## config.mk

```make
export PLATFORM = sky130hd
export DESIGN_NAME = smdb_norm
export DESIGN_NICKNAME = d
export VERILOG_FILES = /design/src/design/smdb_pkg.sv /design/src/design/smdb_norm.sv
export SDC_FILE = /design/constraint.sdc
export NUM_CORES = 1
export LEC_CHECK = 0
export ABC_AREA = 1
export ABC_CLOCK_PERIOD_IN_PS = 8820
export BUFFER_PORTS_ARGS = -buffer_cell sky130_fd_sc_hd__clkbuf_2
export CELL_PAD_IN_SITES_DETAIL_PLACEMENT = 1
export CELL_PAD_IN_SITES_GLOBAL_PLACEMENT = 1
export CORE_ASPECT_RATIO = 0.9
export CORE_UTILIZATION = 47
export CTS_BUF_LIST = sky130_fd_sc_hd__clkbuf_4
export CTS_CLUSTER_DIAMETER = 30
export DETAILED_ROUTE_END_ITERATION = 8
export HOLD_SLACK_MARGIN = 0.03
export PLACE_DENSITY = 0.88
export SYNTH_ARGS = -nofsm -noshare
export SYNTH_HDL_FRONTEND = slang
export SYNTH_SLANG_ARGS = --single-unit
```

## constraint.sdc

```tcl
create_clock -name clk -period 8.82 [get_ports clk]
set_input_delay 0.441 -clock clk [delete_from_list [all_inputs] [get_ports clk]]
set_output_delay 0.441 -clock clk [all_outputs]
set_load 0.02 [all_outputs]
```

## src/design/smdb_pkg.sv

```systemverilog
// ----------------------------------------------------------------------------
// smdb_pkg
// Shared types, constants and the log2 mantissa function for the spectrum
// magnitude to dB level converter.
// ----------------------------------------------------------------------------
package smdb_pkg;

  // round(200 * log10(2) * 2^24)
  localparam logic [29:0] LOG_SCALE_Q24 = 30'd1010089052;
  localparam int unsigned BASE_LEVEL_DB = 107;

  typedef enum logic [1:0] {
    REG_CAL_ERROR  = 2'd0,
    REG_MODE_CORR  = 2'd1,
    REG_RF_ATTEN   = 2'd2,
    REG_IF_ATTEN   = 2'd3
  } reg_idx_t;

  typedef struct packed {
    logic [4:0]  expo;
    logic [29:0] frac;
    logic        clip;
    logic        last;
  } norm_t;

  typedef struct packed {
    logic [32:0] lq;
    logic        clip;
    logic        last;
  } log_t;

  typedef struct packed {
    logic signed [15:0] level;
    logic               clip;
    logic               last;
  } res_t;

  // log2(1 + i/2^t) in Q30 by repeated squaring of a Q31 value.
  function automatic logic [30:0] log2_mant_q30(int unsigned i, int unsigned t);
    logic [63:0] x;
    logic [29:0] r;
    if (i >= (32'd1 << t)) begin
      return 31'h4000_0000;
    end
    x = (64'd1 << 31) + (64'(i) << (31 - t));
    r = '0;
    for (int k = 29; k >= 0; k--) begin
      x = (x * x) >> 31;
      if (x >= 64'h1_0000_0000) begin
        r[k] = 1'b1;
        x = x >> 1;
      end
    end
    return {1'b0, r};
  endfunction

endpackage

```

## src/design/smdb_norm.sv

```systemverilog
// ----------------------------------------------------------------------------
// smdb_norm
// Replaces nonpositive magnitudes by one, finds the leading one and
// normalizes the magnitude into exponent and 30-bit fraction.
// ----------------------------------------------------------------------------
module smdb_norm (
  input  logic                clk,
  input  logic                rst,
  input  logic                in_valid,
  output logic                in_ready,
  input  logic [31:0]         magnitude,
  input  logic                frame_end,
  output logic                out_valid,
  input  logic                out_ready,
  output smdb_pkg::norm_t     out_data
);

  localparam int Stages = 2;

  logic [Stages-1:0] vld;
  logic [Stages-1:0] en;
  logic [30:0]       mag1;
  logic              clip1;
  logic              last1;
  logic [4:0]        lead;
  logic [30:0]       shifted;

  always_comb begin
    en[Stages-1] = !vld[Stages-1] || out_ready;
    for (int k = Stages - 2; k >= 0; k--) begin
      en[k] = !vld[k] || en[k+1];
    end
  end

  assign in_ready  = en[0];
  assign out_valid = vld[Stages-1];

  always_ff @(posedge clk) begin
    if (rst) begin
      vld <= '0;
    end else begin
      if (en[0]) begin
        vld[0] <= in_valid;
      end
      for (int k = 1; k < Stages; k++) begin
        if (en[k]) begin
          vld[k] <= vld[k-1];
        end
      end
    end
  end

  always_ff @(posedge clk) begin
    if (en[0]) begin
      if (magnitude[31] || magnitude == 32'd0) begin
        mag1  <= 31'd1;
        clip1 <= 1'b1;
      end else begin
        mag1  <= magnitude[30:0];
        clip1 <= 1'b0;
      end
      last1 <= frame_end;
    end
  end

  always_comb begin
    lead = '0;
    for (int b = 0; b < 31; b++) begin
      if (mag1[b]) begin
        lead = 5'(b);
      end
    end
    shifted = mag1 << (5'd30 - lead);
  end

  always_ff @(posedge clk) begin
    if (en[1]) begin
      out_data.expo <= lead;
      out_data.frac <= shifted[29:0];
      out_data.clip <= clip1;
      out_data.last <= last1;
    end
  end

`ifndef SYNTHESIS
  assert property (@(posedge clk) disable iff (rst)
    vld[1] && out_data.expo == 5'd0 |-> out_data.frac == 30'd0)
    else $error("smdb_norm: fraction left over for a unit magnitude");
`endif

endmodule

```

Word-level counts from Yosys, hierarchy flattened:

Index checks and enable logic that the tools add are counted.

* register bits after elaboration: 72
* input port bits: 37
* output and inout port bits: 39
* word-level logic and storage cells: 48

* $add $sub $neg: 1
* shifts and indexed selects: 1
* mux-type cells: 31
* reductions and logical operators: 6

Operator list (count)
* 5-bit two-way mux: 29
* 32-bit logical NOT: 1
* 31-bit by 5-bit left shift with 30-bit output: 1
* 5-bit subtractor, first input constant: 1
* 1-bit logical OR: 3
* 1-bit logical NOT: 2
* 1-bit two-way mux: 2

Longest topological paths before layout:

* word-level depth: 32
* gate-level depth with buffers: 41
* depth with buffers taken out: 40

Worst setup path after synthesis:

OpenSTA, ideal clock, no wires.

* kind: reg-to-reg
* start: register mag1[3]
* end: register out_data[28] (netlist bit), data pin
* setup time: 0.253 ns
* arrival: 3.259 ns
* required time: 8.567 ns
* path slack: 5.307 ns
* stages on the path, launching flop included: 39
* path buffers: 3
* period minus slack after synthesis: 3.513 ns
* cell sequence: edfxtp_1 inv_2 nand2_1 nand2_1 nand2_1 nand2_1 nand2_1 nand2_1 nand2_1 nand2_1 nand2_1 nand2_1 nand2_1 nand2_1 nand2_1 nand2_1 nand2_1 nand2_1 [... 3 more ...] nand2_1 nand2_1 nand2_1 nand2_1 nand2_1 nand2_1 nand2_2 nand2_4 buf_2 ha_1 inv_1 buf_1 buf_1 nand3_1 nand3_1 nand3_1 nand3_1 nand2_1

* cells in the longest elaborated chain, start to end: 30

RTL lines
* from (decl): line smdb_norm.sv:22 `logic [30:0] mag1;`
* from (signal assigned): line smdb_norm.sv:59 `mag1 <= magnitude[30:0];`
* 5-bit two-way mux (28 in series): line smdb_norm.sv:69 `if (mag1[b]) begin`
* named net lead[0]: line smdb_norm.sv:25 `logic [4:0] lead;`
* 5-bit subtractor: line smdb_norm.sv:73 `shifted = mag1 << (5'd30 - lead);`
* 31-bit by 5-bit left shift with 30-bit output: line smdb_norm.sv:73
* named net shifted[26]: line smdb_norm.sv:26 `logic [30:0] shifted;`
* to (decl): line smdb_norm.sv:15 `output smdb_pkg::norm_t out_data`

The timed path passes the listed nets, and every way through them passes these cells.
A chain may end at the register's enable or synchronous reset.

Worst setup path in the final report:

* start: register mag1[3]
* end: register out_data[31] (netlist bit), data pin

* cells in the longest elaborated chain, start to end: 30

RTL lines (line)
* 5-bit two-way mux (28 in series): smdb_norm.sv:69
* 5-bit subtractor: smdb_norm.sv:73
* 31-bit by 5-bit left shift with 30-bit output *: smdb_norm.sv:73
* named net shifted[29]: smdb_norm.sv:26

The timed path passes the listed nets; every way through them passes the cells marked *.

==> qor.csv <==
metric;value;unit
outcome;finished clean;
met2 Resource Use GR;0.423;
Setup TNS;0;ns
largest net degree at the start of global routing;38;
die area;0.0105;mm2
DR vias;4324;
# nets final;706;
Slowest-stage cell, CP;clkinv_1;
Worst-Skew Late Latency;0.44;ns
Finished Cell Area;0.00528;mm2
Post-synth top cells;160 x nand3_1, 131 x nand2_1, 72 x inv_1;
setup violators final;0;
dominant cells by area after synthesis;edfxtp_1 44%, nand3_1 17%, nand2_1 10%, inv_1 5.7%, nor2_1 5.2%;
root buf cell;clkbuf_4;
Post-Syn Instances;610;
GRT overflow;0;
post-synthesis net count;648;
number of H-tree levels;3;
CP endpoint kind;flop;
vias in the first global route;4347;
Cell Area, Placed;0.00514;mm2
top-count cell post-synth;nand3_1;
post-cts sizing count;0;
Arr. time, crit path;5.53;ns
drt pass-1 iters;4;
leakage power;2.57;nW
postcts setup bufs;0;
max frequency;0.188;GHz
CTS clock-pin slew for the worst setup and hold paths;0.13;ns
DIE HEIGHT;97.5;um
GR peak layer;met2;
area share of the largest cell type after synthesis;0.442;
layout cell share with drive strength beyond 1;0.204;
cell mode on critical path;nand2_1;
n_diodes;0;
Synth cell types;32;
Max-cap violations;0;
met1 usage in global routing;0.366;
Main synth FF type;edfxtp_1;
Mapped Area;0.00476;mm2
Routed Antenna Nets;0;
#FFs+latches synth;72;
CTS Buf Count;9;
Syn. warnings;0;
Async S/R FF share, synth;0;
Slew HR;0.407;
clk_skew;0.0221;ns
Longest Clk Path Bufs;2;
Critical Path RT;9.03;ns
WL/cell;16.1;um
Seq/Total Area, Yosys;0.450;
P per Cell Area;238;mW/mm2
Hold Path Class;in -> reg;
area delta synth->final;10.9;%
starting density of the core;0.489;
IO Count;76;
HPWL Detailed;9930;um
residual DRC count;0;
met3 usage;0.0376;
PortBufs;75;
CTS tree;yes;
CP Class;reg -> reg;
Final Slew Violations;0;
Least-Margin Pin Slew;0.889;ns
CTS Hold Buffers Added;0;
Post-Route WL;12900;um
first-pass GRT wire length;21600;um
Setup crit start kind;flop;
RSZ-0062 raised after global routing;false;
Mean Syn Cell Area;7.80;um2
die width;108;um
Core ar.;0.00974;mm2
setup ws final;3.50;ns
dpl ws;3.51;ns
area leader, netlist;edfxtp_1;
# clock sinks;72;
vias per inst;5.41;
Std-Cell Rows;34;
RD Place Congestion;0.890;
DR iter-0 viols;330;
Fin. Hold Viols;0;
CP peak stage delay;0.70;ns
Total GRT Usage;0.265;
final period utilization;0.604;
Max FO, Critical Path;36;
initial antenna violation count;0;
Final min period;5.32;ns
Post-synth EDFFs;70;
Worst VDD drop;0.000129;V
==> cell families after synthesis <==
family                   count (synthesis)  share of synthesized area
AND/OR/NAND/NOR                        409                      0.423
flip-flops                              72                      0.450
XOR/XNOR                                 1                    0.00342
AO/OA/AOI/OAI                           17                     0.0202
buffers and inverters                  110                      0.100
adder cells (fa/ha/maj)                  1                    0.00263
==> flip-flops by register name, summed over array words and instances (netlist names) <==
signal,flops
vld,2
out_data,37
clip1,1
last1,1
mag1,31
==> worst paths after layout <==
kind | from | to | slack [ns] | cells past startpoint
worst max-delay path | mag1[3] | out_data[31] | 3.50 | 40
worst min register to register | clip1 | out_data[1] | 0.43 | 0
worst max register to register | mag1[3] | out_data[31] | 3.50 | 40
worst min-delay path | rst | vld[0] | 0.16 | 2
==> critical path, delay by kind of cell, from the launching register on <==
| family | cells | cell delay, ns |
|---|---|---|
| flip-flops | 1 | 0.47 |
| buffers and inverters | 4 | 1.14 |
| AND/OR/NAND/NOR | 33 | 2.60 |
| adder cells (fa/ha/maj) | 1 | 0.35 |
| AO/OA/AOI/OAI | 2 | 0.50 |
==> area by class of cell <==
cell class	instances	area, um2
fill	1299	4460
sequential	72	2140
multi-input combinational	428	2140
timing repair buffer	80	413
inverter	77	289
tap	126	158
clock buffer	12	90.1
clock inverter	4	45.0
==> report_power, final <==
part / switching [W] / internal, W
logic: 0.000385 / 0.000163
clock network: 0.000118 / 0.0000949
registers: 0.0000291 / 0.000465
==> layout by cell type (no fill, tap or decap), drive strengths merged <==
cell / synthesis / layout
inv: 75 / 75
nand3: 187 / 187
ha: 1 / 1
bufinv: 0 / 1
nand2: 135 / 135
buf: 24 / 5
nor2: 66 / 66
clkinv: 2 / 5
xor2: 1 / 1
nor3: 6 / 6
o21ai: 6 / 6
nand4: 4 / 4
clkbuf: 9 / 87
or2: 2 / 2
a21oi: 8 / 8
dfxtp: 2 / 2
nor4: 7 / 7
edfxtp: 70 / 70
a31oi: 3 / 3
and3: 2 / 2
==> routing by layer <==
layer / vias to the layer above / wire, um
met5: - / 0
met3: 23 / 527
met2: 116 / 6080
li1: 2156 / -
met4: 0 / 286
met1: 2029 / 5960
==> metrics by stage <==
| stage | instances | util | total power, W | hold slack, ns |
|---|---|---|---|---|
| after floorplan | 610 | - | 0.000893 | 0.400 |
| after global placement | 783 | 0.528 | 0.00103 | 0.403 |
| after detailed placement | 783 | 0.528 | 0.00105 | 0.409 |
| after CTS | 799 | 0.542 | 0.00126 | 0.141 |
| after global routing | 799 | 0.542 | 0.00134 | 0.158 |
| final | 799 | 0.542 | 0.00125 | 0.165 |
No activity file was read; power rests on OpenSTA's default activity.
