### config.mk
export PLATFORM = sky130hd
export DESIGN_NAME = smdb_cfg
export DESIGN_NICKNAME = d
export VERILOG_FILES = /design/src/design/smdb_pkg.sv /design/src/design/smdb_cfg.sv
export SDC_FILE = /design/constraint.sdc
export NUM_CORES = 1
export LEC_CHECK = 0
export BUFFER_PORTS_ARGS = -buffer_cell sky130_fd_sc_hd__buf_2
export CAP_MARGIN = 15
export CORE_MARGIN = 2
export CORE_UTILIZATION = 55
export DETAILED_ROUTE_END_ITERATION = 12
export PLACE_DENSITY_LB_ADDON = 0.3
export SYNTH_ARGS = -nofsm -noshare
export SYNTH_HDL_FRONTEND = slang
export SYNTH_SLANG_ARGS = --single-unit
### constraint.sdc
create_clock -name clk -period 6.7 [get_ports clk]
set_input_delay 1.34 -clock clk [delete_from_list [all_inputs] [get_ports clk]]
set_output_delay 1.34 -clock clk [all_outputs]
set_load 0.05 [all_outputs]
### src/design/smdb_pkg.sv
// ----------------------------------------------------------------------------
// smdb_pkg
// Shared types, constants and the log2 mantissa function for the spectrum
// magnitude to dB level converter.
// ----------------------------------------------------------------------------
package smdb_pkg;

  // round(200 * log10(2) * 2^24)
  localparam logic [29:0] LOG_SCALE_Q24 = 30'd1010089052;
  localparam int unsigned BASE_LEVEL_DB = 107;

  typedef enum logic [1:0] {
    REG_CAL_ERROR  = 2'd0,
    REG_MODE_CORR  = 2'd1,
    REG_RF_ATTEN   = 2'd2,
    REG_IF_ATTEN   = 2'd3
  } reg_idx_t;

  typedef struct packed {
    logic [4:0]  expo;
    logic [29:0] frac;
    logic        clip;
    logic        last;
  } norm_t;

  typedef struct packed {
    logic [32:0] lq;
    logic        clip;
    logic        last;
  } log_t;

  typedef struct packed {
    logic signed [15:0] level;
    logic               clip;
    logic               last;
  } res_t;

  // log2(1 + i/2^t) in Q30 by repeated squaring of a Q31 value.
  function automatic logic [30:0] log2_mant_q30(int unsigned i, int unsigned t);
    logic [63:0] x;
    logic [29:0] r;
    if (i >= (32'd1 << t)) begin
      return 31'h4000_0000;
    end
    x = (64'd1 << 31) + (64'(i) << (31 - t));
    r = '0;
    for (int k = 29; k >= 0; k--) begin
      x = (x * x) >> 31;
      if (x >= 64'h1_0000_0000) begin
        r[k] = 1'b1;
        x = x >> 1;
      end
    end
    return {1'b0, r};
  endfunction

endpackage

### src/design/smdb_cfg.sv
// ----------------------------------------------------------------------------
// smdb_cfg
// Register file on the configuration port and the combined level offset in
// tenths of a dB with 20 fraction bits.
// ----------------------------------------------------------------------------
module smdb_cfg (
  input  logic               clk,
  input  logic               rst,
  input  logic               psel,
  input  logic               penable,
  input  logic               pwrite,
  input  logic [3:0]         paddr,
  input  logic [31:0]        pwdata,
  output logic [31:0]        prdata,
  output logic               pready,
  output logic signed [35:0] offset_q20
);

  logic signed [15:0] cal_error_q8;
  logic signed [15:0] mode_correction_q8;
  logic [4:0]         rf_atten_db;
  logic [4:0]         if_atten_db;
  logic signed [17:0] off_q8;
  logic [7:0]         atten_sum;
  smdb_pkg::reg_idx_t reg_sel;

  assign pready  = 1'b1;
  assign reg_sel = smdb_pkg::reg_idx_t'(paddr[3:2]);

  always_ff @(posedge clk) begin
    if (rst) begin
      cal_error_q8       <= '0;
      mode_correction_q8 <= '0;
      rf_atten_db        <= '0;
      if_atten_db        <= '0;
    end else if (psel && penable && pwrite && pready) begin
      unique case (reg_sel)
        smdb_pkg::REG_CAL_ERROR: cal_error_q8       <= pwdata[15:0];
        smdb_pkg::REG_MODE_CORR: mode_correction_q8 <= pwdata[15:0];
        smdb_pkg::REG_RF_ATTEN:  rf_atten_db        <= pwdata[4:0];
        smdb_pkg::REG_IF_ATTEN:  if_atten_db        <= pwdata[4:0];
        default:                 cal_error_q8       <= cal_error_q8;
      endcase
    end
  end

  always_comb begin
    unique case (reg_sel)
      smdb_pkg::REG_CAL_ERROR: prdata = 32'(cal_error_q8);
      smdb_pkg::REG_MODE_CORR: prdata = 32'(mode_correction_q8);
      smdb_pkg::REG_RF_ATTEN:  prdata = {27'b0, rf_atten_db};
      smdb_pkg::REG_IF_ATTEN:  prdata = {27'b0, if_atten_db};
      default:                 prdata = '0;
    endcase
  end

  // The offset is Q8 dB times ten times 2^12, which is a shift by 15 plus a shift by 13.
  always_comb begin
    atten_sum = 8'(rf_atten_db) + 8'(if_atten_db) + 8'(smdb_pkg::BASE_LEVEL_DB);
    off_q8    = 18'(mode_correction_q8) - 18'(cal_error_q8) + $signed({2'b0, atten_sum, 8'b0});
  end

  always_ff @(posedge clk) begin
    offset_q20 <= (36'(off_q8) <<< 15) + (36'(off_q8) <<< 13);
  end

endmodule

* Yosys cells after proc, flatten, opt, wreduce, memory -nomap -nowiden
Cells that the tools add are included.
Word-level totals: flip-flop bits (word level) 76, input port bits 41, word-level logic and storage cells 21
Cells by class: $add $sub $neg 5, equality and inequality tests 3, mux-type cells 1, reduce and logical (&&, ||, !) cells 7
Operator list (count):
- $pmux W32 S4 | 1
- $add A33 B31 Y34 | 1
- $add A17 B17 Y18 | 1
- $sub A16 B16 Y17 | 1
- $add A6 B7 Y8 const B | 1
- $reduce_and A2 Y1 | 4
- $add A5 B5 Y6 | 1
- $eq A2 B2 Y1 const B | 2
- $eq A2 B1 Y1 const B | 1
- $logic_and A1 B1 Y1 | 2
- $logic_not A2 Y1 | 1

* Depth between registers and ports, before layout
depth in word-level cells 4, mapped depth 25, mapped depth without buffers 25

* Least setup slack after synthesis
No wires, ideal clock.
path type reg2reg, start point reg rf_atten_db[1], end point reg offset_q20[30], setup time 0.072 ns, data arrival time 5.102 ns, data required time 6.628 ns, setup slack 1.526 ns, stages on the path, launching flop included 26, path buffers 0, clock period less this slack 5.174 ns, cells stage by stage dfxtp_1 inv_1 ha_1 inv_1 ha_1 inv_1 fa_1 inv_1 a21oi_1 nor2_1 or3_1 and2_1 fa_1 inv_1 ha_1 and3_1 a221o_1 a31o_2 a31oi_1 nand2_1 ha_1 nand2_1 or3_1 o211ai_1 xor2_1 xnor2_1
Between the ends: word-level cells in the longest chain between the ends 4
Ends and longest elaborated chain:
- from (decl) | line smdb_cfg.sv:21 | logic [4:0] rf_atten_db;
- from (signal assigned) | line smdb_cfg.sv:40 | smdb_pkg::REG_RF_ATTEN: rf_atten_db <= pwdata[4:0];
- $add A5 B5 Y6 | line smdb_cfg.sv:59 | atten_sum = 8'(rf_atten_db) + 8'(if_atten_db) + 8'(smdb_pkg::BASE_LEVEL_DB);
- $add A6 B7 Y8 | line smdb_cfg.sv:59
- $add A17 B17 Y18 | line smdb_cfg.sv:60 | off_q8 = 18'(mode_correction_q8) - 18'(cal_error_q8) + $signed({2'b0, atten_sum, 8'b0});
- $add A33 B31 Y34 | line smdb_cfg.sv:64 | offset_q20 <= (36'(off_q8) <<< 15) + (36'(off_q8) <<< 13);
- to (signal assigned) | line smdb_cfg.sv:64
- to (decl) | line smdb_cfg.sv:16 | output logic signed [35:0] offset_q20
No other way between the ends. A chain may end at the register's enable or synchronous reset.

* Worst setup path in the final report
Ends and elaborated chain as after synthesis.

==> results.json <==
{
  "max_clock_freq_ghz": 0.175,
  "fin_cells": 749,
  "slew_violations": 0,
  "cts_num_sinks": 63,
  "hold_path_class": "reg -> reg",
  "start_util": 0.558,
  "die_y_um": 97.4,
  "min_from": "mode_correction_q8[9]",
  "cp.required_ns": 6.98,
  "ys_warn_count": 0,
  "tns_ns": 0,
  "vias": 3986,
  "fin_skew_ns": 0.00621,
  "avgSynthCellArea_um2": 8.23,
  "antenna_found_initial": 0,
  "design.die.area_mm2": 0.00949,
  "criticalPathCategory": "reg -> reg",
  "num_antenna_cells": 0,
  "cts_buffer_depth": 2,
  "io_pins": 110,
  "track_usage": 0.214,
  "die_w_um": 97.4,
  "cts_made_buffers": 9,
  "place_congestion": 0.880,
  "reg2reg_depth": 25,
  "synth_compound_area_frac": 0.168,
  "cp-end-kind": "flop",
  "whs_path_depth": 2,
  "powerDensity_mw_per_mm2": 251,
  "clk_latency_ns": 0.35,
  "min_period_over_period": 0.854,
  "irDropWorstVdd_mv": 0.115,
  "synth.distinct_cells": 52,
  "outcome": "completed",
  "routed_wl_mm": 9.96,
  "layout-drive-gt1-share": 0.170,
  "num_rows": 34,
  "synth_edf_count": 0,
  "worstPathArrival_ns": 6.00,
  "synth.ff_latch_count": 63,
  "h-tree-depth": 3,
  "via_per_inst": 5.32,
  "portBuffers": 77,
  "dp_hpwl_mm": 7.55,
  "yosys.area_share.simple": 0.147,
  "mostFrequentLayoutCells": "78 x nand2_1, 77 x buf_2, 67 x inv_1",
  "synth_top_family_by_area": "adder cells",
  "leakage_uw": 0.00249,
  "grt.overflow.total": 0,
  "hold_viol_final": 0,
  "synth_flop_cell": "dfxtp_1",
  "syn_inst": 583,
  "ys_seq_area_frac": 0.263,
  "startpoint_type": "flop",
  "cts_tree": "yes",
  "fin_crit_ns": 5.72,
  "yosys-mux-area-fraction": 0.0673,
  "wl_per_cell_um": 13.3,
  "r2r-start": "rf_atten_db[1]",
  "fin_nets": 741,
  "power_uw": 1310,
  "setup_viol": 0,
  "rrSetupSlack_ns": 0.98,
  "slew_headroom": 0.333,
  "grt_max_degree": 43,
  "cts.clk_slew.worst_paths_ns": 0.08,
  "core_area_mm2": 0.00859,
  "synthToLayoutAreaGrowth_pct": 9.26,
  "grt_setup_unrepaired": "no",
  "cts-root-buf": "clkbuf_8",
  "whs_endpoint": "mode_correction_q8[9]",
  "layout_commonest_cell": "nand2_1",
  "ant_nets": 0,
  "grt_pass1_vias": 3755,
  "drv_cap": 0,
  "reg2reg_to": "offset_q20[30]",
  "first_pass_iters": 4,
  "synth_xor_area_frac": 0.0506,
  "drc": 0,
  "drt-initial-drc-count": 181,
  "place_inst": 733,
  "ctsResizeCount": 0,
  "whs_ns": 0.473,
  "grt_first_pass_wirelength_mm": 16.8,
  "cts_setup_buffers": 0,
  "tightest_slew_ns": 0.998,
  "synth_adder_area_share": 0.187,
  "crit_fanout": 6,
  "cts_hold_buf": 0,
  "syn_area_mm2": 0.00480,
  "async_flop_share": 0
}
## per-stage QoR
step	utilization	area (um^2)	worst slack [ns]
floorplan	-	4840	1.53
global placement	0.590	5070	1.12
detailed placement	0.590	5070	1.05
CTS	0.610	5240	0.999
global route	0.610	5240	0.642
finish	0.610	5240	0.976
## state kept, by name, summed over array words and instances, names as in the netlist
name / count
cal_error_q8: 16
if_atten_db: 5
mode_correction_q8: 16
offset_q20: 21
rf_atten_db: 5
## worst max-delay path by stage
stage	from	to	slack (ns)	depth (start not counted)
3_3_place_gp	rf_atten_db[1]	offset_q20[30]	1.12	25
2_1_floorplan	rf_atten_db[1]	offset_q20[30]	1.53	25
3_5_place_dp	rf_atten_db[1]	offset_q20[30]	1.05	25
6_report	rf_atten_db[1]	offset_q20[30]	0.98	25
5_1_grt	rf_atten_db[1]	offset_q20[30]	0.64	25
4_1_cts	rf_atten_db[1]	offset_q20[30]	1.0	25
## kinds of logic (layout without fill, tap and decap cells)
kind of cell | Yosys count | in the layout
other | 2 | 14
DFF | 63 | 63
muxes | 26 | 26
adders and majority gates | 64 | 64
and+or+nand+nor | 159 | 159
xor gates and xnor gates | 26 | 26
AOI/OAI and AO/OA | 128 | 128
buffers and inverters | 115 | 161
## metal layers
| metal | part of all wire | GRT usage | vias to the layer above |
|---|---|---|---|
| li1 | - | - | 2028 |
| met1 | 0.46 | 0.272 | 1824 |
| met2 | 0.47 | 0.369 | 116 |
| met3 | 0.052 | 0.0288 | 18 |
| met4 | 0.019 | 0.0801 | 0 |
| met5 | 0 | 0 | - |
## synthesized netlist by cell type (3+ instances only)
cell type   n  area share
a211oi_1    3      0.0047
a21o_1     12       0.019
a21oi_1    58       0.060
a31oi_1     5      0.0065
and2_1      3      0.0039
and3_1      3      0.0039
buf_4      32       0.050
clkbuf_1   13       0.010
dfxtp_1    63        0.26
fa_1       13       0.054
ha_1       51        0.13
inv_1      67       0.052
mux2i_1    21       0.044
mux4_2      5       0.023
nand2_1    78       0.061
nand2b_1    7      0.0091
nand3_1     5      0.0052
nand4_1     5      0.0065
nor2_1     41       0.032
nor3_1      4      0.0042
o211ai_1    8       0.013
o21a_1      5      0.0078
o21ai_0    15       0.016
o21bai_1    3      0.0047
or3_1       5      0.0065
xnor2_1    18       0.033
xor2_1      7       0.013
## worst max-delay path, stage by stage (launching register included)
cell	delay, ns
dfxtp_1	0.36
inv_1	0.05
ha_1	0.27
inv_1	0.04
ha_1	0.20
inv_1	0.07
fa_1	0.20
inv_1	0.05
a21oi_1	0.14
nor2_1	0.06
or3_1	0.39
and2_1	0.18
fa_1	0.47
inv_1	0.04
ha_1	0.36
and3_1	0.24
a221o_1	0.36
a31o_2	0.25
a31oi_1	0.21
nand2_1	0.18
ha_1	0.41
nand2_1	0.09
or3_1	0.38
o211ai_1	0.32
xor2_1	0.20
xnor2_1	0.13
## cell type report
type	count	area (um^2)
clock inverter	7	48.8
tap	108	135
fill	791	3350
clock buffer	9	124
timing repair buffer	78	393
inverter	67	251
sequential	63	1260
multi-input combinational	417	3030
## report_power, final
group / internal [uW] / switching (uW) / leakage, uW
combinational: 187 / 396 / 0.00190
clock: 134 / 163 / 0.0000776
sequential: 424 / 10.4 / 0.000514
total: 744 / 569 / 0.00249
(Power assumes the default switching activity.)
