[config.mk]
export PLATFORM = sky130hd
export DESIGN_NAME = smdb_scale
export DESIGN_NICKNAME = d
export VERILOG_FILES = /design/src/design/smdb_pkg.sv /design/src/design/smdb_scale.sv
export SDC_FILE = /design/constraint.sdc
export NUM_CORES = 1
export LEC_CHECK = 0
export ABC_AREA = 1
export CORE_ASPECT_RATIO = 0.8
export CORE_UTILIZATION = 61
export CTS_BUF_LIST = sky130_fd_sc_hd__clkbuf_16
export DETAILED_ROUTE_END_ITERATION = 8
export DONT_BUFFER_PORTS = 1
export PLACE_DENSITY = 0.8
export SLEW_MARGIN = 15
export SYNTH_ARGS = -nofsm -noshare
export SYNTH_HDL_FRONTEND = slang
export SYNTH_SLANG_ARGS = --single-unit
export TNS_END_PERCENT = 5
[constraint.sdc]
create_clock -name clk -period 7.06 [get_ports clk]
set_clock_uncertainty 0.05 [all_clocks]
set_input_delay 1.412 -clock clk [delete_from_list [all_inputs] [get_ports clk]]
set_output_delay 1.412 -clock clk [all_outputs]
set_load 0.05 [all_outputs]
[src/design/smdb_pkg.sv]
// ----------------------------------------------------------------------------
// smdb_pkg
// Shared types, constants and the log2 mantissa function for the spectrum
// magnitude to dB level converter.
// ----------------------------------------------------------------------------
package smdb_pkg;

  // round(200 * log10(2) * 2^24)
  localparam logic [29:0] LOG_SCALE_Q24 = 30'd1010089052;
  localparam int unsigned BASE_LEVEL_DB = 107;

  typedef enum logic [1:0] {
    REG_CAL_ERROR  = 2'd0,
    REG_MODE_CORR  = 2'd1,
    REG_RF_ATTEN   = 2'd2,
    REG_IF_ATTEN   = 2'd3
  } reg_idx_t;

  typedef struct packed {
    logic [4:0]  expo;
    logic [29:0] frac;
    logic        clip;
    logic        last;
  } norm_t;

  typedef struct packed {
    logic [32:0] lq;
    logic        clip;
    logic        last;
  } log_t;

  typedef struct packed {
    logic signed [15:0] level;
    logic               clip;
    logic               last;
  } res_t;

  // log2(1 + i/2^t) in Q30 by repeated squaring of a Q31 value.
  function automatic logic [30:0] log2_mant_q30(int unsigned i, int unsigned t);
    logic [63:0] x;
    logic [29:0] r;
    if (i >= (32'd1 << t)) begin
      return 31'h4000_0000;
    end
    x = (64'd1 << 31) + (64'(i) << (31 - t));
    r = '0;
    for (int k = 29; k >= 0; k--) begin
      x = (x * x) >> 31;
      if (x >= 64'h1_0000_0000) begin
        r[k] = 1'b1;
        x = x >> 1;
      end
    end
    return {1'b0, r};
  endfunction

endpackage

[src/design/smdb_scale.sv]
// ----------------------------------------------------------------------------
// smdb_scale
// Scales log2 to tenths of a dB, adds the level offset, rounds half away
// from zero and saturates to 16 bits.
// ----------------------------------------------------------------------------
module smdb_scale (
  input  logic               clk,
  input  logic               rst,
  input  logic               in_valid,
  output logic               in_ready,
  input  smdb_pkg::log_t     in_data,
  input  logic signed [35:0] offset_q20,
  output logic               out_valid,
  input  logic               out_ready,
  output smdb_pkg::res_t     out_data
);

  localparam int Stages = 3;

  logic [Stages-1:0]  vld;
  logic [Stages-1:0]  en;

  logic [46:0]        pp_lo;
  logic [45:0]        pp_hi;
  logic               clip1;
  logic               last1;

  logic [62:0]        prod;
  logic signed [35:0] total;
  logic               clip2;
  logic               last2;

  logic               neg;
  logic [35:0]        abs_total;
  logic [36:0]        rnd;
  logic signed [17:0] level_w;

  always_comb begin
    en[Stages-1] = !vld[Stages-1] || out_ready;
    for (int k = Stages - 2; k >= 0; k--) begin
      en[k] = !vld[k] || en[k+1];
    end
  end

  assign in_ready  = en[0];
  assign out_valid = vld[Stages-1];

  always_ff @(posedge clk) begin
    if (rst) begin
      vld <= '0;
    end else begin
      if (en[0]) begin
        vld[0] <= in_valid;
      end
      for (int k = 1; k < Stages; k++) begin
        if (en[k]) begin
          vld[k] <= vld[k-1];
        end
      end
    end
  end

  always_ff @(posedge clk) begin
    if (en[0]) begin
      pp_lo <= {30'b0, in_data.lq[16:0]} * {17'b0, smdb_pkg::LOG_SCALE_Q24};
      pp_hi <= {30'b0, in_data.lq[32:17]} * {16'b0, smdb_pkg::LOG_SCALE_Q24};
      clip1 <= in_data.clip;
      last1 <= in_data.last;
    end
  end

  assign prod = {pp_hi, 17'b0} + {16'b0, pp_lo};

  always_ff @(posedge clk) begin
    if (en[1]) begin
      total <= $signed({5'b0, prod[62:32]}) + offset_q20;
      clip2 <= clip1;
      last2 <= last1;
    end
  end

  always_comb begin
    neg       = total[35];
    abs_total = neg ? 36'(-total) : 36'(total);
    rnd       = 37'(abs_total) + (37'd1 << 19);
    level_w   = neg ? -$signed({1'b0, rnd[36:20]}) : $signed({1'b0, rnd[36:20]});
  end

  always_ff @(posedge clk) begin
    if (en[2]) begin
      out_data.last <= last2;
      if (level_w > 18'sd32767) begin
        out_data.level <= 16'sh7FFF;
        out_data.clip  <= 1'b1;
      end else if (level_w < -18'sd32768) begin
        out_data.level <= 16'sh8000;
        out_data.clip  <= 1'b1;
      end else begin
        out_data.level <= level_w[15:0];
        out_data.clip  <= clip2;
      end
    end
  end

`ifndef SYNTHESIS
  assert property (@(posedge clk) disable iff (rst)
    vld[0] && !en[0] |=> vld[0] && $stable(pp_hi) && $stable(pp_lo))
    else $error("smdb_scale: stalled partial products changed");
  assert property (@(posedge clk) disable iff (rst)
    vld[2] && (out_data.level == 16'sh7FFF || out_data.level == 16'sh8000) && !out_data.clip
    |-> 1'b0)
    else $error("smdb_scale: saturated level without clip flag");
`endif

endmodule

After elaboration in Yosys (flattened, before gate mapping)
Index checks and enable logic that the tools add are counted.
W data, S select, Z words.
{ "op_classes": {"order_cmp": 2, "addsub": 5, "n_mux": 3, "mul": 2, "n_reduce_logical": 7} }
{ "op_table": {"columns": ["cell", "n"], "rows": [
  ["$add A63 B47 Y63", 1],
  ["$mul A17 B28 Y45 const B", 1],
  ["$mul A16 B28 Y44 const B", 1],
  ["$add A36 B20 Y37 const B", 1],
  ["$add A32 B36 Y36", 1],
  ["$mux W36", 1],
  ["$neg A36 Y36", 1],
  ["$gt A18 B16 Y1 const B", 1],
  ["$lt A18 B16 Y1 const B", 1],
  ["$mux W18", 1],
  ["$neg A17 Y18", 1],
  ["$mux W17", 1],
  ["$logic_not A1 Y1", 3],
  ["$logic_or A1 B1 Y1", 3],
  ["$reduce_or A2 Y1", 1]
]} }
{ "totals": {"in_bits": 75, "out_inout_bits": 20, "ff_bits": 150, "word_cells": 32} }

Logic depth before layout (Yosys ltp)
Gate-level depths: netlist of run 1.
{ "logic_depth": {"ltp_word": 7, "depth_mapped": 26, "depth_no_buf": 26} }

Least setup slack after synthesis of run 1
Ideal clock, no wire load.
{ "synth_timing": {"kind": "input -> register", "startpoint": "in in_data[32] in the netlist's numbering", "endpoint": "reg pp_hi[45] (data pin)", "n_path_buf": 0, "arrival_time_ns": 6.427, "path_slack_ns": 0.318, "cell_stages": 24, "cell_sequence": "fa_1 -> inv_1 -> fa_1 -> inv_1 -> fa_1 -> inv_1 -> fa_1 -> fa_1 -> fa_1 -> inv_1 -> ha_1 -> a21oi_1 -> inv_1 -> a31oi_1 -> o21ai_0 -> nand2_1 -> o211ai_1 -> a21oi_1 -> o21ai_0 -> nand2_1 -> o211ai_1 -> nand3_1 -> o211ai_1 -> xor2_1"} }
{ "synth_via": {"elab_chain_len": 1} }
{ "synth_rtl": {"columns": ["element", "line", "text"], "rows": [
  ["start: declaration", "smdb_scale.sv:11", "input smdb_pkg::log_t in_data,"],
  ["$mul A16 B28 Y44", "smdb_scale.sv:66", "pp_hi <= {30'b0, in_data.lq[32:17]} * {16'b0, smdb_pkg::LOG_SCALE_Q24};"],
  ["end signal: assignment", "smdb_scale.sv:66", null],
  ["end: declaration", "smdb_scale.sv:24", "logic [45:0] pp_hi;"]
]} }
Every way passes these cells.
A chain may end at the register's enable or synchronous reset.

Worst setup path in the final report of run 1
{ "layout_timing": {"startpoint": "in in_data[16] in the netlist's numbering", "endpoint": "reg pp_lo[39] (data pin)"} }
{ "layout_via": {"elab_chain_len": 1} }
{ "layout_rtl": {"columns": ["element", "line", "text"], "rows": [
  ["$mul A17 B28 Y45", "smdb_scale.sv:65", "pp_lo <= {30'b0, in_data.lq[16:0]} * {17'b0, smdb_pkg::LOG_SCALE_Q24};"],
  ["end signal: assignment", "smdb_scale.sv:65", null],
  ["end: declaration", "smdb_scale.sv:23", "logic [46:0] pp_lo;"]
]} }
Every way passes these cells.

==> impl_metrics.json, run 1 <==
{
  "status": "completed",
  "clk_latency_ns": 0.44,
  "cts_tree": "yes",
  "drtIter0Drc": 2000,
  "synth_nets": 3773,
  "vias_per_cell": 5.61,
  "grt_overflow": 0,
  "finalMaxSlewViolations": 0,
  "hold_viol": 0,
  "ys_seq_area_frac": 0.157,
  "ant_nets": 0,
  "vias": 20086,
  "synthTopCellsByCount": "752 x inv_1, 425 x ha_1, 373 x nand2_1",
  "setup_viol": 0,
  "core_area_um2": 40800,
  "synth_most_common_cell": "inv_1",
  "placed_area_um2": 26300,
  "drt-total-wl_um": 70200,
  "hold_buffers": 0,
  "hold_path_end": "out_data[0]",
  "cp-start-kind": "input port",
  "gp_congestion": 1.00,
  "ys_ff_latch": 133,
  "grt_pass1_vias": 20444,
  "worstPathRequired_ns": 7.19,
  "antenna_found_initial": 1,
  "holdCritPathClass": "reg2reg",
  "cts_max_path_buffers": 2,
  "fp-row-count": 66,
  "period_minus_slack_ns": 6.77,
  "max_freq_ghz": 0.148,
  "relSlewSlack": 0.354,
  "grt_max_degree": 76,
  "synth.top_cell.area_share": 0.244,
  "port_buffers": 0,
  "reg2reg_from": "pp_lo[21]",
  "synth-edff-count": 130,
  "max_cap_viol_count": 0,
  "critPathKind": "in2reg",
  "design_area_um2": 26900,
  "area_growth_pct": 6.25,
  "die_h_um": 184,
  "r2r_end": "total[26]",
  "fin_nets": 3827,
  "grt_pass1_wl_um": 112000,
  "grt_use_total": 0.345,
  "initial_core_util": 0.621,
  "first_pass_iters": 6,
  "cts_resized": 0,
  "tns_ns": 0,
  "drive_gt1_frac": 0.0505,
  "synthCells": 2964,
  "fin_crit_sh": 0.958,
  "cts.sink_count": 133,
  "crit_path_end_kind": "flop",
  "numCtsBuffers": 17,
  "rsz0062_at_grt": "false",
  "synth_area_um2": 25300,
  "netlist_top_cells_area": "fa_1 24%, ha_1 21%, edfxtp_1 15%, inv_1 11%, nand2_1 5.5%",
  "dp_hpwl_um": 62300,
  "dieArea_um2": 42300,
  "die_w_um": 230,
  "synth.avg_cell_area_um2": 8.54,
  "yosysTopAreaCell": "fa_1",
  "async_reset_ff_frac": 0,
  "h-tree-depth": 4,
  "yosys_warnings": 0,
  "path_clk_slew_ns": 0.06,
  "cts-root-buf": "clkbuf_16",
  "critPathArrivalTime_ns": 6.90,
  "synth_cell_types": 48,
  "drc": 0,
  "tightest_slew_ns": 0.969,
  "reg2reg_slack_ns": 1.14,
  "ff2ff_path_depth": 25,
  "hp-start": "last2",
  "ys.flop_type": "edfxtp_1",
  "wl_per_cell_um": 19.6,
  "crit_fanout": 7,
  "min_path_cells": 0,
  "num_io_pins": 95,
  "post_cts_buffers": 0
}
per-layer routing:
| metal | track usage | share of wire | vias to the layer above |
|---|---|---|---|
| li1 | - | - | 9525 |
| met2 | 0.492 | 0.40 | 748 |
| met1 | 0.529 | 0.49 | 9747 |
| met3 | 0.0857 | 0.097 | 66 |
| met4 | 0.0668 | 0.016 | 0 |
| met5 | 0 | 0 | - |
metrics by stage:
stage                util  instances  hold slack [ns]  worst slack [ns]
global route        0.659       3576            0.375            0.0611
global placement    0.644       3543            0.359           -0.0204
finish              0.659       3578            0.374             0.294
CTS                 0.659       3575            0.371             0.378
detailed placement  0.644       3543            0.357           -0.0176
floorplan               -       2964            0.350             0.318
final cells by class:
cell class	count	area, µm²
multi-input cells	2065	18500
fillers	3454	13900
flip-flops and latches	133	3960
repair buffers	43	323
clock inverters	15	189
inverters	758	2850
diodes	3	7.51
well taps	544	681
clock buffers	17	425
worst max-delay path by stage:
stage	startpoint	to	slack, ns	cells past startpoint
2_1_floorplan	in_data[32]	pp_hi[45]	0.32	24
3_3_place_gp	in_data[16]	pp_lo[43]	-0.02	21
3_5_place_dp	in_data[16]	pp_lo[43]	-0.02	21
4_1_cts	in_data[16]	pp_lo[39]	0.38	20
5_1_grt	in_data[32]	pp_hi[45]	0.06	24
6_report	in_data[16]	pp_lo[39]	0.29	20
sequential cells by signal, indices dropped and copies added, names as in the netlist:
signal / count
pp_lo: 28
clip2: 1
out_data: 18
vld: 3
pp_hi: 44
last2: 1
clip1: 1
last1: 1
total: 36
worst max-delay path: stages:
cell	delay, ns
fa_1	0.56
inv_1	0.10
buf_4	0.16
fa_1	0.49
fa_1	0.55
inv_1	0.07
fa_1	0.47
fa_1	0.52
fa_1	0.43
ha_1	0.33
a21oi_1	0.21
inv_1	0.06
a31oi_1	0.19
o221ai_1	0.14
a211oi_1	0.37
buf_4	0.22
nor3_1	0.09
o21ai_0	0.23
o211ai_1	0.14
xor2_1	0.16
cell families after synthesis:
group / Yosys count / share of synthesized area
buf+inv: 766 / 0.114
fa+ha+maj: 734 / 0.454
compound gates: 391 / 0.0856
xor+xnor: 148 / 0.0515
flops: 133 / 0.157
simple gates: 792 / 0.138
cell usage in the layout (no fill, tap or decap), drive strengths merged, types with 17 or more instances in the layout:
cell type	instances
clkbuf	17
buf	43
edfxtp	130
inv	764
nor2	235
nand2	408
o21ai	102
xnor2	57
nand4	30
a21oi	193
xor2	91
nand3	84
ha	425
fa	309
nor3	19
a31oi	34
Power of run 1 is left out: the tool's default activity adds up to more than one toggle a clock period on the data nets, which glitch-free logic cannot reach.
==> run 2, diff against run 1 <==
RECOVER_POWER = 50   (was not set)
==> impl_metrics.json, run 2 (synthesis results as in run 1) <==
{
  "core_area_um2": 40800,
  "largest_reg_flops": 44,
  "dieArea_um2": 42300,
  "fin_crit_sh": 0.958,
  "tightest_slew_ns": 4.03,
  "holdCritPathClass": "reg2reg",
  "top_register": "pp_hi",
  "initial_core_util": 0.621,
  "crit_fanout": 7,
  "final_cell_mix": "755 x inv_1, 425 x ha_1, 373 x nand2_1",
  "relSlewSlack": -1.69,
  "vias": 20123,
  "cp-start-kind": "input port",
  "antenna_found_initial": 1,
  "cts_max_path_buffers": 2,
  "grt_use_total": 0.345,
  "cts_resized": 0,
  "ff2ff_path_depth": 25,
  "finalMaxSlewViolations": 116,
  "num_io_pins": 95,
  "grt_pass1_wl_um": 112000,
  "area_growth_pct": 6.17,
  "hold_buffers": 0,
  "gr-usage-met1": 0.529,
  "period_minus_slack_ns": 6.76,
  "grt_max_degree": 76,
  "first_pass_iters": 5,
  "clk_latency_ns": 0.44,
  "min_path_cells": 0,
  "die_h_um": 184,
  "drc": 0,
  "rsz0062_at_grt": "false",
  "die_w_um": 230,
  "cts.sink_count": 133,
  "drive_gt1_frac": 0.0492,
  "hold_ws_ns": 0.374,
  "cts_tree": "yes",
  "met2_usage": 0.492,
  "setup_viol": 0,
  "drtIter0Drc": 1908,
  "h-tree-depth": 4,
  "drt-total-wl_um": 70300,
  "design_area_um2": 26900,
  "violations": "capacitance limit, slew limit",
  "dp_hpwl_um": 62300,
  "critPathArrivalTime_ns": 6.89,
  "hold_viol": 0,
  "final_common_cell": "inv_1",
  "busiest_layer": "met1",
  "gr-usage-met3": 0.0857,
  "fin_nets": 3827,
  "port_buffers": 0,
  "post_cts_buffers": 0,
  "grt_overflow": 0,
  "numCtsBuffers": 17,
  "gp_congestion": 1.00,
  "max_freq_ghz": 0.148,
  "fp-row-count": 66,
  "wl_per_cell_um": 19.6,
  "critPathKind": "in2reg",
  "placed_area_um2": 26300,
  "grt_pass1_vias": 20444,
  "final_util": 0.659,
  "ant_nets": 0,
  "cts-root-buf": "clkbuf_16",
  "top_regs": "pp_hi x44, total x36, pp_lo x28",
  "crit_path_end_kind": "flop",
  "path_clk_slew_ns": 0.06,
  "vias_per_cell": 5.62,
  "max_cap_viol_count": 2,
  "worstPathRequired_ns": 7.19,
  "status": "finished with violations"
}
run 2: worst paths after layout:
path	start	end	slack, ns
max reg2reg	pp_lo[21]	total[26]	1.10
max	in_data[16]	pp_lo[39]	0.30
min	last2	out_data[0]	0.37
min reg2reg	last2	out_data[0]	0.37
run 2: per-stage QoR:
step | worst slack (ns) | setup TNS [ns] | cells
finish | 0.298 | 0 | 3578
global route | 0.0611 | 0 | 3576
CTS | 0.378 | 0 | 3575
detailed placement | -0.0176 | -0.0306 | 3543
global placement | -0.0204 | -0.0204 | 3543
floorplan | 0.318 | 0 | 2964
run 2: critical path, stage by stage:
cell and delay [ns]:
fa_1 0.56, inv_1 0.10, buf_4 0.16, fa_1 0.48, fa_1 0.55, inv_1 0.07, fa_1 0.47, fa_1 0.52
fa_1 0.43, ha_1 0.33, a21oi_1 0.21, inv_1 0.06, a31oi_1 0.19, o221ai_1 0.14, a211oi_1 0.37, buf_4 0.22
nor3_1 0.09, o21ai_0 0.23, o211ai_1 0.14, xor2_1 0.17
run 2: cell type report:
| class | count | area, µm² |
|---|---|---|
| diodes | 3 | 7.51 |
| inverters | 758 | 2850 |
| well taps | 544 | 681 |
| clock buffers | 17 | 425 |
| multi-input cells | 2065 | 18500 |
| clock inverters | 15 | 189 |
| repair buffers | 43 | 312 |
| flip-flops and latches | 133 | 3960 |
| fillers | 3457 | 13900 |
run 2: routing by layer:
layer,part of all wire,up-vias,routed length (µm)
li1,-,9525,-
met1,0.48,9758,34000
met2,0.40,777,28200
met3,0.10,63,7000
met4,0.015,0,1080
met5,0,-,0
Power of run 2 is left out for the same reason.
==> run 3, diff against run 2 <==
CELL_PAD_IN_SITES_DETAIL_PLACEMENT = 1   (was not set)
CELL_PAD_IN_SITES_GLOBAL_PLACEMENT = 2   (was not set)
CORE_ASPECT_RATIO = not set   (was 0.8)
CORE_UTILIZATION = 38   (was 61)
CTS_BUF_LIST = not set   (was sky130_fd_sc_hd__clkbuf_16)
PLACE_DENSITY = not set   (was 0.8)
PLACE_DENSITY_LB_ADDON = 0.1   (was not set)
==> impl_metrics.json, run 3 (synthesis results as in run 1) <==
{
  "critPathArrivalTime_ns": 6.84,
  "critPathKind": "in2reg",
  "drt-total-wl_um": 77600,
  "grt_pass1_vias": 21512,
  "multi_input_area_um2": 18500,
  "gp_congestion": 0.916,
  "area_growth_pct": 8.21,
  "tns_ns": 0,
  "cp.depth": 20,
  "max_freq_ghz": 0.150,
  "met2_usage": 0.395,
  "period_minus_slack_ns": 6.69,
  "cp-start-kind": "input port",
  "r2r_end": "total[26]",
  "clk_latency_ns": 0.45,
  "crit_family": "adder cells",
  "largest_reg_flops": 44,
  "endpoint": "pp_lo[43]",
  "violations": "capacitance limit, slew limit",
  "dp_hpwl_um": 70500,
  "core_area_um2": 65900,
  "gr-usage-met1": 0.333,
  "dp.cells": 3877,
  "port_buffers": 0,
  "tightest_slew_ns": 2.48,
  "final_util": 0.416,
  "post_cts_buffers": 0,
  "fp-row-count": 94,
  "cpMostUsedCell": "fa_1",
  "finalMaxSlewViolations": 115,
  "reg2reg_slack_ns": 1.19,
  "cts_resized": 0,
  "relSlewSlack": -0.652,
  "gr-usage-met3": 0.0278,
  "crit_path_end_kind": "flop",
  "hold_viol": 0,
  "drc": 0,
  "status": "finished with violations",
  "worstPathRequired_ns": 7.21,
  "drive_gt1_frac": 0.0532,
  "grt_max_degree": 44,
  "crit_start": "in_data[16]",
  "h-tree-depth": 4,
  "rsz0062_at_grt": "false",
  "slowest_stage": "fa_1",
  "setup_viol": 0,
  "dieArea_um2": 67700,
  "drtIter0Drc": 875,
  "path_clk_slew_ns": 0.06,
  "cts_tree": "yes",
  "grt_pass1_wl_um": 122000,
  "ff2ff_path_depth": 24,
  "vias_per_cell": 4.98,
  "die_h_um": 260,
  "fin_crit_sh": 0.947,
  "cts-root-buf": "clkbuf_16",
  "top_register": "pp_hi",
  "busiest_layer": "met2",
  "cts_max_path_buffers": 2,
  "num_io_pins": 95,
  "grt_overflow": 0,
  "hold_buffers": 0,
  "wl_per_cell_um": 19.9,
  "hold_ws_ns": 0.371,
  "seq_area_um2": 3960,
  "cp_num_buf_inv": 5,
  "top_regs": "pp_hi x44, total x36, pp_lo x28",
  "antenna_found_initial": 2,
  "ant_nets": 0,
  "fin_nets": 3841,
  "reg2reg_from": "pp_lo[21]",
  "path_cells": "fa_1 -> inv_1 -> fa_1 -> fa_1 -> inv_1 -> fa_1 -> fa_1 -> fa_1 -> ha_1 -> a21oi_1 -> inv_1 -> a31oi_1 -> o221ai_1 -> a211oi_1 -> buf_4 -> o21ai_0 -> buf_4 -> nand4_1 -> nand4_1 -> xor2_1",
  "grt_use_total": 0.238,
  "final_common_cell": "inv_1",
  "holdCritPathClass": "reg2reg",
  "final.fill_count": 7850,
  "cts.sink_count": 133,
  "cpPeakStageDelay_ns": 0.60,
  "final_cell_mix": "752 x inv_1, 425 x ha_1, 373 x nand2_1",
  "numCtsBuffers": 17,
  "initial_core_util": 0.384,
  "vias": 19473,
  "max_cap_viol_count": 3,
  "first_pass_iters": 7,
  "die_w_um": 260,
  "finalNonFillerCells": 3909,
  "crit_fanout": 7
}
run 3: cell types whose count changed in the layout (fill, tap and decap cells not counted):
| cell | previous run | this run |
|---|---|---|
| clkinv_1 | 0 | 2 |
| nor2_2 | 20 | 19 |
| buf_4 | 40 | 54 |
| clkinvlp_4 | 1 | 3 |
| clkinv_2 | 3 | 2 |
| inv_1 | 755 | 752 |
| nor2_1 | 210 | 211 |
| clkinv_4 | 1 | 0 |
| inv_6 | 3 | 2 |
| bufinv_16 | 4 | 5 |
| diode_2 | 3 | 1 |
run 3: how the worst min path moves through the flow:
stage	endpoint	slack, ns	cells after the start	startpoint
global placement	last2	0.35	0	last1
CTS	last2	0.37	0	last1
detailed placement	last2	0.36	0	last1
floorplan	clip2	0.35	0	clip1
finish	last2	0.37	0	last1
global route	out_data[0]	0.39	0	last2
run 3: per-layer routing:
layer | wire, µm | share of wire
met5 | 17 | 0.00022
met4 | 1130 | 0.015
met3 | 2660 | 0.034
met2 | 36400 | 0.47
met1 | 37500 | 0.48
run 3: layout make-up:
| type | instances | share of cell area |
|---|---|---|
| multi-input combinational | 2065 | 0.674 |
| timing repair buffer | 57 | 0.0152 |
| clock buffer | 17 | 0.0155 |
| sequential | 133 | 0.145 |
| inverter | 758 | 0.104 |
| tap | 864 | 0.0395 |
| antenna | 1 | 0.0000913 |
| clock inverter | 14 | 0.00758 |
run 3: metrics by stage:
step	area (µm²)	setup WS, ns
after floorplan	25300	0.318
after global placement	26800	0.0250
after detailed placement	26800	-0.0862
after CTS	27400	0.388
after global routing	27400	0.0276
final	27400	0.373
run 3: worst reg2reg max path, delay by kind of cell (launching register included):
| kind | cells | cell delay (ns) |
|---|---|---|
| AOI/OAI and AO/OA | 16 | 3.89 |
| adders and majority gates | 2 | 0.62 |
| DFF | 1 | 0.39 |
| and+or+nand+nor | 4 | 0.33 |
| xor gates and xnor gates | 2 | 0.32 |
Power of run 3 is left out for the same reason.
